<file path="src/design/tag_strip_entity_decoder_defines.svh">
// Assertion macros shared by the tag strip entity decoder modules.
// No dependencies; included by each module that carries assertions.
`ifndef TAG_STRIP_ENTITY_DECODER_DEFINES_SVH
`define TAG_STRIP_ENTITY_DECODER_DEFINES_SVH

// same-cycle implication under asynchronous active-low reset
`define TSED_ASSERT_IMP(label, clk, rst_n, ante, cons, msg) \
	label: assert property (@(posedge clk) disable iff (!rst_n) (ante) |-> (cons)) \
		else $error(msg);

// next-cycle implication under asynchronous active-low reset
`define TSED_ASSERT_NXT(label, clk, rst_n, ante, cons, msg) \
	label: assert property (@(posedge clk) disable iff (!rst_n) (ante) |=> (cons)) \
		else $error(msg);

`endif

</file>
<file path="src/design/tsed_pkg.sv">
// Package for the tag strip entity decoder: result record types, byte codes,
// entity table and the entity matcher function. No dependencies.
`default_nettype none

package tsed_pkg;

	localparam int MAX_RES    = 6;
	localparam int HELD_DEPTH = 4;
	localparam int NUM_ENT    = 5;
	localparam int ENT_MAXLEN = 5;

	localparam logic [7:0] CHR_AMP  = 8'h26;
	localparam logic [7:0] CHR_LT   = 8'h3c;
	localparam logic [7:0] CHR_GT   = 8'h3e;
	localparam logic [7:0] CHR_QUOT = 8'h22;
	localparam logic [7:0] CHR_APOS = 8'h27;

	localparam logic [7:0] ENT_BODY [NUM_ENT][ENT_MAXLEN] = '{
		'{8'h61, 8'h6d, 8'h70, 8'h3b, 8'h00},
		'{8'h6c, 8'h74, 8'h3b, 8'h00, 8'h00},
		'{8'h67, 8'h74, 8'h3b, 8'h00, 8'h00},
		'{8'h71, 8'h75, 8'h6f, 8'h74, 8'h3b},
		'{8'h61, 8'h70, 8'h6f, 8'h73, 8'h3b}
	};
	localparam logic [2:0] ENT_LEN [NUM_ENT] = '{3'd4, 3'd3, 3'd3, 3'd5, 3'd5};
	localparam logic [7:0] ENT_DEC [NUM_ENT] = '{CHR_AMP, CHR_LT, CHR_GT, CHR_QUOT, CHR_APOS};

	typedef logic [HELD_DEPTH-1:0][7:0] held_t;

	typedef struct packed {
		logic [MAX_RES-1:0][7:0] bytes;
		logic [2:0]              count;
		logic                    text_end;
	} rec_t;

	typedef struct packed {
		logic valid;
		rec_t rec;
	} push_t;

	typedef struct packed {
		logic       full;
		logic       prefix;
		logic [7:0] dec;
	} match_t;

	// held bytes 0..n-1 plus c against every entity body
	function automatic match_t ent_match(held_t held, logic [2:0] n, logic [7:0] c);
		match_t m;
		logic   ok;
		m = '0;
		for (int e = 0; e < NUM_ENT; e++) begin
			ok = ({1'b0, n} + 4'd1) <= {1'b0, ENT_LEN[e]};
			for (int i = 0; i < HELD_DEPTH; i++) begin
				if (3'(i) < n && held[i] != ENT_BODY[e][i]) begin
					ok = 1'b0;
				end
			end
			if (n > 3'(HELD_DEPTH)) begin
				ok = 1'b0;
			end else if (c != ENT_BODY[e][n]) begin
				ok = 1'b0;
			end
			if (ok) begin
				if (({1'b0, n} + 4'd1) == {1'b0, ENT_LEN[e]}) begin
					m.full = 1'b1;
					m.dec  = ENT_DEC[e];
				end else begin
					m.prefix = 1'b1;
				end
			end
		end
		return m;
	endfunction

endpackage

`default_nettype wire

</file>
<file path="src/design/tsed_front.sv">
// Front end of the tag strip entity decoder: markup filter, entity matcher
// and result record builder. Depends on tsed_pkg.
`default_nettype none
`include "tag_strip_entity_decoder_defines.svh"

module tsed_front (
	input  logic            clk,
	input  logic            arst_n,
	input  logic            in_valid,
	output logic            in_ready,
	input  logic [7:0]      in_byte,
	input  logic            end_of_input,
	input  logic            q_full,
	output tsed_pkg::push_t push
);
	import tsed_pkg::*;

	logic       inside_q;
	logic       amp_q;
	logic [2:0] cnt_q;
	held_t      held_q;

	logic       accept;
	logic       feed;
	match_t     mt;
	logic       flush_old;
	logic       emit1;
	logic [7:0] b1;
	logic       amp2;
	logic [2:0] cnt2;
	held_t      held2;
	logic       inside2;
	logic [7:0] arr [8];
	logic [3:0] k;

	assign in_ready = !q_full;
	assign accept   = in_valid && in_ready;
	assign feed     = (in_byte != CHR_LT) && (in_byte != CHR_GT) && !inside_q;

	always_comb begin
		mt        = ent_match(held_q, cnt_q, in_byte);
		flush_old = 1'b0;
		emit1     = 1'b0;
		b1        = in_byte;
		amp2      = amp_q;
		cnt2      = cnt_q;
		held2     = held_q;
		if (feed) begin
			if (amp_q && mt.full) begin
				emit1 = 1'b1;
				b1    = mt.dec;
				amp2  = 1'b0;
				cnt2  = '0;
			end else if (amp_q && mt.prefix && cnt_q < 3'(HELD_DEPTH)) begin
				held2[cnt_q[1:0]] = in_byte;
				cnt2              = cnt_q + 3'd1;
			end else begin
				flush_old = amp_q;
				if (in_byte == CHR_AMP) begin
					amp2 = 1'b1;
					cnt2 = '0;
				end else begin
					emit1 = 1'b1;
					amp2  = 1'b0;
					cnt2  = '0;
				end
			end
		end
		if (in_byte == CHR_LT) begin
			inside2 = 1'b1;
		end else if (in_byte == CHR_GT) begin
			inside2 = 1'b0;
		end else begin
			inside2 = inside_q;
		end
	end

	always_comb begin
		for (int i = 0; i < 8; i++) begin
			arr[i] = '0;
		end
		k = '0;
		if (flush_old) begin
			arr[0] = CHR_AMP;
			for (int i = 0; i < HELD_DEPTH; i++) begin
				if (3'(i) < cnt_q) begin
					arr[i + 1] = held_q[i];
				end
			end
			k = {1'b0, cnt_q} + 4'd1;
		end
		if (emit1) begin
			arr[k[2:0]] = b1;
			k = k + 4'd1;
		end
		if (end_of_input && amp2) begin
			arr[k[2:0]] = CHR_AMP;
			for (int i = 0; i < HELD_DEPTH; i++) begin
				if (3'(i) < cnt2) begin
					arr[3'(k + 4'(i) + 4'd1)] = held2[i];
				end
			end
			k = k + {1'b0, cnt2} + 4'd1;
		end
		for (int i = 0; i < MAX_RES; i++) begin
			push.rec.bytes[i] = arr[i];
		end
		push.rec.count    = k[2:0];
		push.rec.text_end = end_of_input;
		push.valid        = accept && (k != 4'd0 || end_of_input);
	end

	always_ff @(posedge clk or negedge arst_n) begin
		if (!arst_n) begin
			inside_q <= 1'b0;
			amp_q    <= 1'b0;
			cnt_q    <= '0;
			held_q   <= '0;
		end else if (accept) begin
			if (end_of_input) begin
				inside_q <= 1'b0;
				amp_q    <= 1'b0;
				cnt_q    <= '0;
				held_q   <= '0;
			end else begin
				inside_q <= inside2;
				amp_q    <= amp2;
				cnt_q    <= cnt2;
				held_q   <= held2;
			end
		end
	end

	`TSED_ASSERT_IMP(a_held_bound, clk, arst_n, 1'b1, cnt_q <= 3'(HELD_DEPTH), "held count out of range")
	`TSED_ASSERT_IMP(a_idle_empty, clk, arst_n, !amp_q, cnt_q == 3'd0, "held bytes without pending amp")
	`TSED_ASSERT_NXT(a_end_clear, clk, arst_n, accept && end_of_input, !amp_q && !inside_q, "state not cleared at end of text")

endmodule

`default_nettype wire

</file>
<file path="src/design/tsed_queue.sv">
// Record queue between the front and back ends of the tag strip entity
// decoder, held in flip-flops. Depends on tsed_pkg.
`default_nettype none
`include "tag_strip_entity_decoder_defines.svh"

module tsed_queue #(
	parameter int DEPTH = 4
) (
	input  logic            clk,
	input  logic            arst_n,
	input  tsed_pkg::push_t push,
	input  logic            pop,
	output logic            full,
	output logic            head_valid,
	output tsed_pkg::rec_t  head
);
	import tsed_pkg::*;

	localparam int PW = (DEPTH > 1) ? $clog2(DEPTH) : 1;
	localparam int CW = $clog2(DEPTH + 1);

	rec_t          mem_q [DEPTH];
	logic [PW-1:0] wr_q;
	logic [PW-1:0] rd_q;
	logic [CW-1:0] cnt_q;

	assign full       = cnt_q == CW'(DEPTH);
	assign head_valid = cnt_q != '0;
	assign head       = mem_q[rd_q];

	always_ff @(posedge clk) begin
		if (push.valid) begin
			mem_q[wr_q] <= push.rec;
		end
	end

	always_ff @(posedge clk or negedge arst_n) begin
		if (!arst_n) begin
			wr_q  <= '0;
			rd_q  <= '0;
			cnt_q <= '0;
		end else begin
			if (push.valid) begin
				wr_q <= (wr_q == PW'(DEPTH - 1)) ? '0 : wr_q + PW'(1);
			end
			if (pop) begin
				rd_q <= (rd_q == PW'(DEPTH - 1)) ? '0 : rd_q + PW'(1);
			end
			if (push.valid && !pop) begin
				cnt_q <= cnt_q + CW'(1);
			end else if (pop && !push.valid) begin
				cnt_q <= cnt_q - CW'(1);
			end
		end
	end

	`TSED_ASSERT_IMP(a_cnt_bound, clk, arst_n, 1'b1, cnt_q <= CW'(DEPTH), "queue count overflow")
	`TSED_ASSERT_IMP(a_pop_empty, clk, arst_n, pop, cnt_q != '0, "pop from empty queue")
	`TSED_ASSERT_IMP(a_push_full, clk, arst_n, push.valid, !full, "push into full queue")

endmodule

`default_nettype wire

</file>
<file path="src/design/tsed_back.sv">
// Back end of the tag strip entity decoder; depends on tsed_pkg. Walks each queued
// record, driving one result word per cycle unless stalled, via an output register.
`default_nettype none
`include "tag_strip_entity_decoder_defines.svh"

module tsed_back (
	input  logic           clk,
	input  logic           arst_n,
	input  logic           head_valid,
	input  tsed_pkg::rec_t head,
	output logic           pop,
	output logic           out_valid,
	input  logic           out_ready,
	output logic [7:0]     out_byte,
	output logic           byte_present,
	output logic           run_last,
	output logic           text_done
);
	import tsed_pkg::*;

	logic [2:0] idx_q;
	logic       valid_q;
	logic [7:0] byte_q;
	logic       present_q;
	logic       last_q;
	logic       done_q;
	logic       load;
	logic       rec_last;

	assign load     = head_valid && (!valid_q || out_ready);
	assign rec_last = (head.count == 3'd0) || (idx_q == head.count - 3'd1);
	assign pop      = load && rec_last;

	assign out_valid    = valid_q;
	assign out_byte     = byte_q;
	assign byte_present = present_q;
	assign run_last     = last_q;
	assign text_done    = done_q;

	always_ff @(posedge clk or negedge arst_n) begin
		if (!arst_n) begin
			valid_q <= 1'b0;
			idx_q   <= '0;
		end else begin
			if (load) begin
				valid_q <= 1'b1;
				idx_q   <= rec_last ? 3'd0 : idx_q + 3'd1;
			end else if (out_ready) begin
				valid_q <= 1'b0;
			end
		end
	end

	always_ff @(posedge clk) begin
		if (load) begin
			byte_q    <= (head.count == 3'd0) ? 8'd0 : head.bytes[idx_q];
			present_q <= head.count != 3'd0;
			last_q    <= rec_last;
			done_q    <= rec_last && head.text_end;
		end
	end

	`TSED_ASSERT_IMP(a_idx_bound, clk, arst_n, head_valid && head.count != 3'd0, idx_q < head.count, "record index past count")
	`TSED_ASSERT_IMP(a_done_last, clk, arst_n, valid_q && done_q, last_q, "text end not on last word")
	`TSED_ASSERT_IMP(a_empty_done, clk, arst_n, valid_q && !present_q, done_q, "empty word before end of text")

endmodule

`default_nettype wire

</file>
<file path="src/design/tag_strip_entity_decoder.sv">
// An accepted byte's results are registered in the queue, then in the output register.
// Throughput: one input byte and one result word per cycle, unless a full queue or a low
// m_tready stalls; the QUEUE_DEPTH-record queue keeps input flowing past a busy back end.
// Reset: arst_n clears markup, entity and queue state at once; no clearing pass.
// Top level; depends on tsed_pkg, tsed_front, tsed_queue and tsed_back.
`default_nettype none

module tag_strip_entity_decoder #(
	parameter int QUEUE_DEPTH = 4
) (
	input  logic       clk,
	input  logic       arst_n,
	input  logic       s_tvalid,
	output logic       s_tready,
	input  logic [7:0] s_tdata,   // [7:0] in_byte
	input  logic       s_tlast,   // end_of_input
	output logic       m_tvalid,
	input  logic       m_tready,
	output logic [7:0] m_tdata,   // [7:0] out_byte
	output logic [1:0] m_tuser,   // [0] byte_present, [1] text_done
	output logic       m_tlast    // run_last
);
	import tsed_pkg::*;

	push_t push;
	rec_t  head;
	logic  q_full;
	logic  head_valid;
	logic  pop;

	tsed_front u_front (
		.clk          (clk),
		.arst_n       (arst_n),
		.in_valid     (s_tvalid),
		.in_ready     (s_tready),
		.in_byte      (s_tdata),
		.end_of_input (s_tlast),
		.q_full       (q_full),
		.push         (push)
	);

	tsed_queue #(
		.DEPTH (QUEUE_DEPTH)
	) u_queue (
		.clk        (clk),
		.arst_n     (arst_n),
		.push       (push),
		.pop        (pop),
		.full       (q_full),
		.head_valid (head_valid),
		.head       (head)
	);

	tsed_back u_back (
		.clk          (clk),
		.arst_n       (arst_n),
		.head_valid   (head_valid),
		.head         (head),
		.pop          (pop),
		.out_valid    (m_tvalid),
		.out_ready    (m_tready),
		.out_byte     (m_tdata),
		.byte_present (m_tuser[0]),
		.run_last     (m_tlast),
		.text_done    (m_tuser[1])
	);

endmodule

`default_nettype wire

</file>
<file path="config.mk">
export PLATFORM = sky130hd
export DESIGN_NAME = tag_strip_entity_decoder
export DESIGN_NICKNAME = d
export VERILOG_FILES = /design/src/design/tsed_pkg.sv /design/src/design/tsed_front.sv /design/src/design/tsed_queue.sv /design/src/design/tsed_back.sv /design/src/design/tag_strip_entity_decoder.sv
export VERILOG_INCLUDE_DIRS = /design/src /design/src/design
export SDC_FILE = /design/constraint.sdc
export NUM_CORES = 1
export LEC_CHECK = 0
export ABC_AREA = 1
export BUFFER_PORTS_ARGS = -buffer_cell sky130_fd_sc_hd__buf_2
export CELL_PAD_IN_SITES_DETAIL_PLACEMENT = 2
export CELL_PAD_IN_SITES_GLOBAL_PLACEMENT = 2
export CORE_MARGIN = 3
export CORE_UTILIZATION = 31
export CTS_CLUSTER_DIAMETER = 100
export DETAILED_ROUTE_END_ITERATION = 6
export PLACE_DENSITY_LB_ADDON = 0.1
export SYNTH_ARGS = -nofsm -noshare
export SYNTH_HDL_FRONTEND = slang
export SYNTH_SLANG_ARGS = --single-unit
</file>
<file path="constraint.sdc">
create_clock -name clk -period 7 [get_ports clk]
set_input_delay 0.7 -clock clk [delete_from_list [all_inputs] [get_ports clk]]
set_output_delay 0.7 -clock clk [all_outputs]
set_load 0.05 [all_outputs]
</file>
==> results by group <==
STA
  – RSZ-0062 raised after global routing: false
  – Max-slew violation count: 0
  – Skew final: 0.01509 ns
  – Relative slew slack: 0.3667
  – Setup_tns: 0 ns
  – Worst-Margin Slew: 0.9400 ns
  – Final setup violation count: 0
  – Peak Freq: 0.1648 GHz
  – Final Hold Fails: 0
  – Tcrit/Tclk final: 0.8669
  – Fin crit period: 6.068 ns

CTS
  – Hold bufs inserted after CTS: 0
  – Htree depth: 2
  – Num Clock Sinks: 267
  – Clk Latency, worst-skew pair: 0.55 ns
  – CTS root buf: clkbuf_16
  – Clk pin slew, worst setup/hold paths: 0.06 ns
  – TritonCTS clock tree: built
  – TritonCTS Buffers: 34
  – PostCTS Resize Cnt: 0
  – Setup Fix Bufs, Post-CTS: 0
  – Max Root-Sink Buffers: 3

Drt
  – Via density per instance: 5.444
  – First-pass DRT Iterations: 5
  – Post-DRT Antenna Nets: 0
  – DRT iter0 DRCs: 793
  – Via Count: 12950
  – Drt wl/cell: 24.82 µm
  – Total Routed Length: 59030 µm
  – DRC Markers: 0

Power
  – Pwr Density: 337.3 nW/µm²
  – Peak VDD IR: 0.1529 mV
  – P_int: 3.505 mW
  – NetSw: 2.113 mW
  – Pwr Total: 5.618 mW
  – Logic gate share of total power: 0.313
  – Flop pwr share: 0.385
  – Switching Fraction: 0.3761
  – Clock share of power: 0.302
  – Leak: 6.625 nW

Logic synthesis
  – Mean Syn Cell Area: 8.499 µm²
  – Share of the synthesized area in the top cell type: 0.4427
  – Multiplexer share of the synthesized area: 0
  – Synthesis-stage register bit count: 267
  – Main combinational cell family by area after synthesis: simple AND/OR/NAND/NOR gates
  – Area leader, netlist: edfxtp_1
  – Simple-gate portion of the synthesized area: 0.2469
  – Area share of fa/ha/maj cells after synthesis: 0.02122
  – Post-synthesis net count: 1785
  – Synth Area in Compound Gates: 0.1393
  – Synth unique cells: 51
  – Cells after synthesis: 1748
  – Post-synth EDFFs: 219
  – Synthesized area: 14860 µm²
  – FFs w/ async S/R, synth: 0.1798
  – Synth warn: 0
  – Sequential fraction of the synthesis area: 0.5235
  – XOR/XNOR Fraction of Synth Area: 0.004127
  – Synth area leaders: edfxtp_1 44%, nand2_1 11%, dfrtp_1 8.1%
  – Top_reg_cell synth: edfxtp_1

Layout
  – Util after Layout: 0.3548
  – # fillers: 5299
  – Layout area overhead: 12.13%
  – Fin nets: 1785
  – Most common cell after layout, fill and taps aside: nand2_1
  – Commonest non-fill, non-tap cells in the layout: 432 x nand2_1, 241 x nor2_1, 219 x edfxtp_1, 182 x o21ai_0, 133 x inv_1
  – # diodes: 0
  – Share of layout cells above drive strength 1: 0.08978

Worst setup path
  – Req. time, crit path: 7.41 ns
  – CP Data Arrival Time: 6.48 ns
  – Worst-path fanout max: 14
  – CP Class: reg2reg
  – Critical Path Source Type: flip-flop
  – CP most frequent cell: nand2_1
  – CP max-delay cell: dfrtp_1
  – CP peak stage delay: 0.75 ns
  – Worst Setup End Kind: flip-flop

Global routing
  – First-pass GRT wire length: 89140 µm
  – Largest net degree at the start of global routing: 57
  – GRT overflow: 0
  – Antenna violations before repair: 1
  – Gr usage total: 0.2341
  – Vias in the first global route: 13690

Placed design
  – Routability Congestion: 0.8479
  – I/O Buffers: 25
  – DP HPWL: 42060 µm

Floorplan
  – IO Count: 26
  – Die X: 224.9 µm
  – Die Span Y: 224.9 µm
  – Core ar.: 46950 µm²
  – Initial Util: 0.3164
  – Row count: 79
  – Total die area: 50580 µm²

Hold path
  – Hold/Removal Path Class: in2async

Job
  – Max-cap violations: 0

Run status
  – Status: completed
final cells by class:
class | count | area [µm²] | area share
Multi-Input combinational cell | 1242 | 6146 | 0.3690
Clock buffer | 45 | 913.4 | 0.05483
Timing Repair Buffer | 52 | 340.3 | 0.02043
Tap cell | 607 | 759.5 | 0.04559
Inverter | 151 | 569.3 | 0.03418
Sequential cell | 267 | 7779 | 0.4670
Clock inverter | 14 | 150.1 | 0.009014
cells by family (layout without fill, tap and decap cells):
logic type | count (synthesis) | in the layout
XOR/XNOR | 7 | 7
adder cells (fa/ha/maj) | 24 | 24
AO/OA/AOI/OAI | 349 | 349
buffers and inverters | 239 | 262
AND/OR/NAND/NOR | 862 | 862
flip-flops | 267 | 267
worst max-delay path, delay by kind of cell, from the launching register on:
family                   cells  cell delay, ns
AND/OR/NAND/NOR             18            1.99
XOR/XNOR                     2            0.42
flip-flops                   1            0.75
adder cells (fa/ha/maj)      6            1.90
AO/OA/AOI/OAI                2            0.27
buffers and inverters        6            0.58
through the flow:
step	hold slack (ns)	cell area, µm²	instances	setup WS (ns)
after global routing	0.4224	16660	2378	0.3012
after CTS	0.4034	16660	2378	0.9387
after global placement	0.5410	15590	2319	1.238
after detailed placement	0.5532	15590	2319	0.9883
final	0.3774	16660	2378	0.9319
after floorplan	0.4044	14860	1748	0.5718
worst paths after layout:
| kind | start | end | slack, ns | depth (start not counted) |
|---|---|---|---|---|
| worst min register to register | u_queue.cnt_q[0]$_DFFE_PN0P_ | u_queue.cnt_q[0]$_DFFE_PN0P_ | 0.56 | 1 |
| worst min-delay path | arst_n | u_queue.rd_q[0]$_DFFE_PN0P_ | 0.38 | 2 |
| max in group asynchronous | arst_n | u_front.held_q[20]$_DFFE_PN0P_ | 5.99 | 2 |
| min in group clk | m_tready | u_back.out_valid$_DFFE_PN0P_ | 0.43 | 4 |
| worst max register to register | u_front.cnt_q[0]$_DFFE_PN0P_ | u_queue.cnt_q[2]$_DFFE_PN0P_ | 0.93 | 34 |
| worst max-delay path | u_front.cnt_q[0]$_DFFE_PN0P_ | u_queue.cnt_q[2]$_DFFE_PN0P_ | 0.93 | 34 |
state kept, by name, summed over array words and instances, names as in the netlist:
name and cells:
u_back.byte_present 1, u_back.idx_q 3, u_back.out_byte 8, u_back.out_valid 1, u_back.run_last 1, u_back.text_done 1, u_front.amp_q 1, u_front.cnt_q 3
u_front.held_q 32, u_front.inside_q 1, u_queue.cnt_q 3, u_queue.mem_q 208, u_queue.rd_q 2, u_queue.wr_q 2
layer usage:
layer  vias up  share of wire  global-route usage
met1      6646           0.45              0.3074
met5         -        0.00014                   0
li1       6028              -                   -
met4         2          0.029             0.07546
met3        78          0.026             0.02214
met2       193           0.50              0.4089
cells in the mapped netlist (all sizes together) (4+ instances only):
| library cell | instances |
|---|---|
| xor2 | 5 |
| nand3 | 92 |
| dfrtp | 48 |
| nor3 | 10 |
| nand2 | 447 |
| o2111ai | 4 |
| ha | 22 |
| o221ai | 31 |
| o22ai | 54 |
| nand4 | 51 |
| nor2 | 256 |
| inv | 149 |
| edfxtp | 219 |
| o21ai | 202 |
| a21oi | 26 |
| o211ai | 22 |
| buf | 25 |
| clkbuf | 63 |
power by group through the flow:
stage / registers [mW] / logic [mW] / clock network, mW
after detailed placement: 2.20 / 1.80 / 0
final: 2.16 / 1.76 / 1.70
after global routing: 2.19 / 1.96 / 1.79
after global placement: 2.18 / 1.74 / 0
after CTS: 2.17 / 1.81 / 1.74
after floorplan: 2.28 / 1.04 / 0
(Power assumes the default switching activity.)
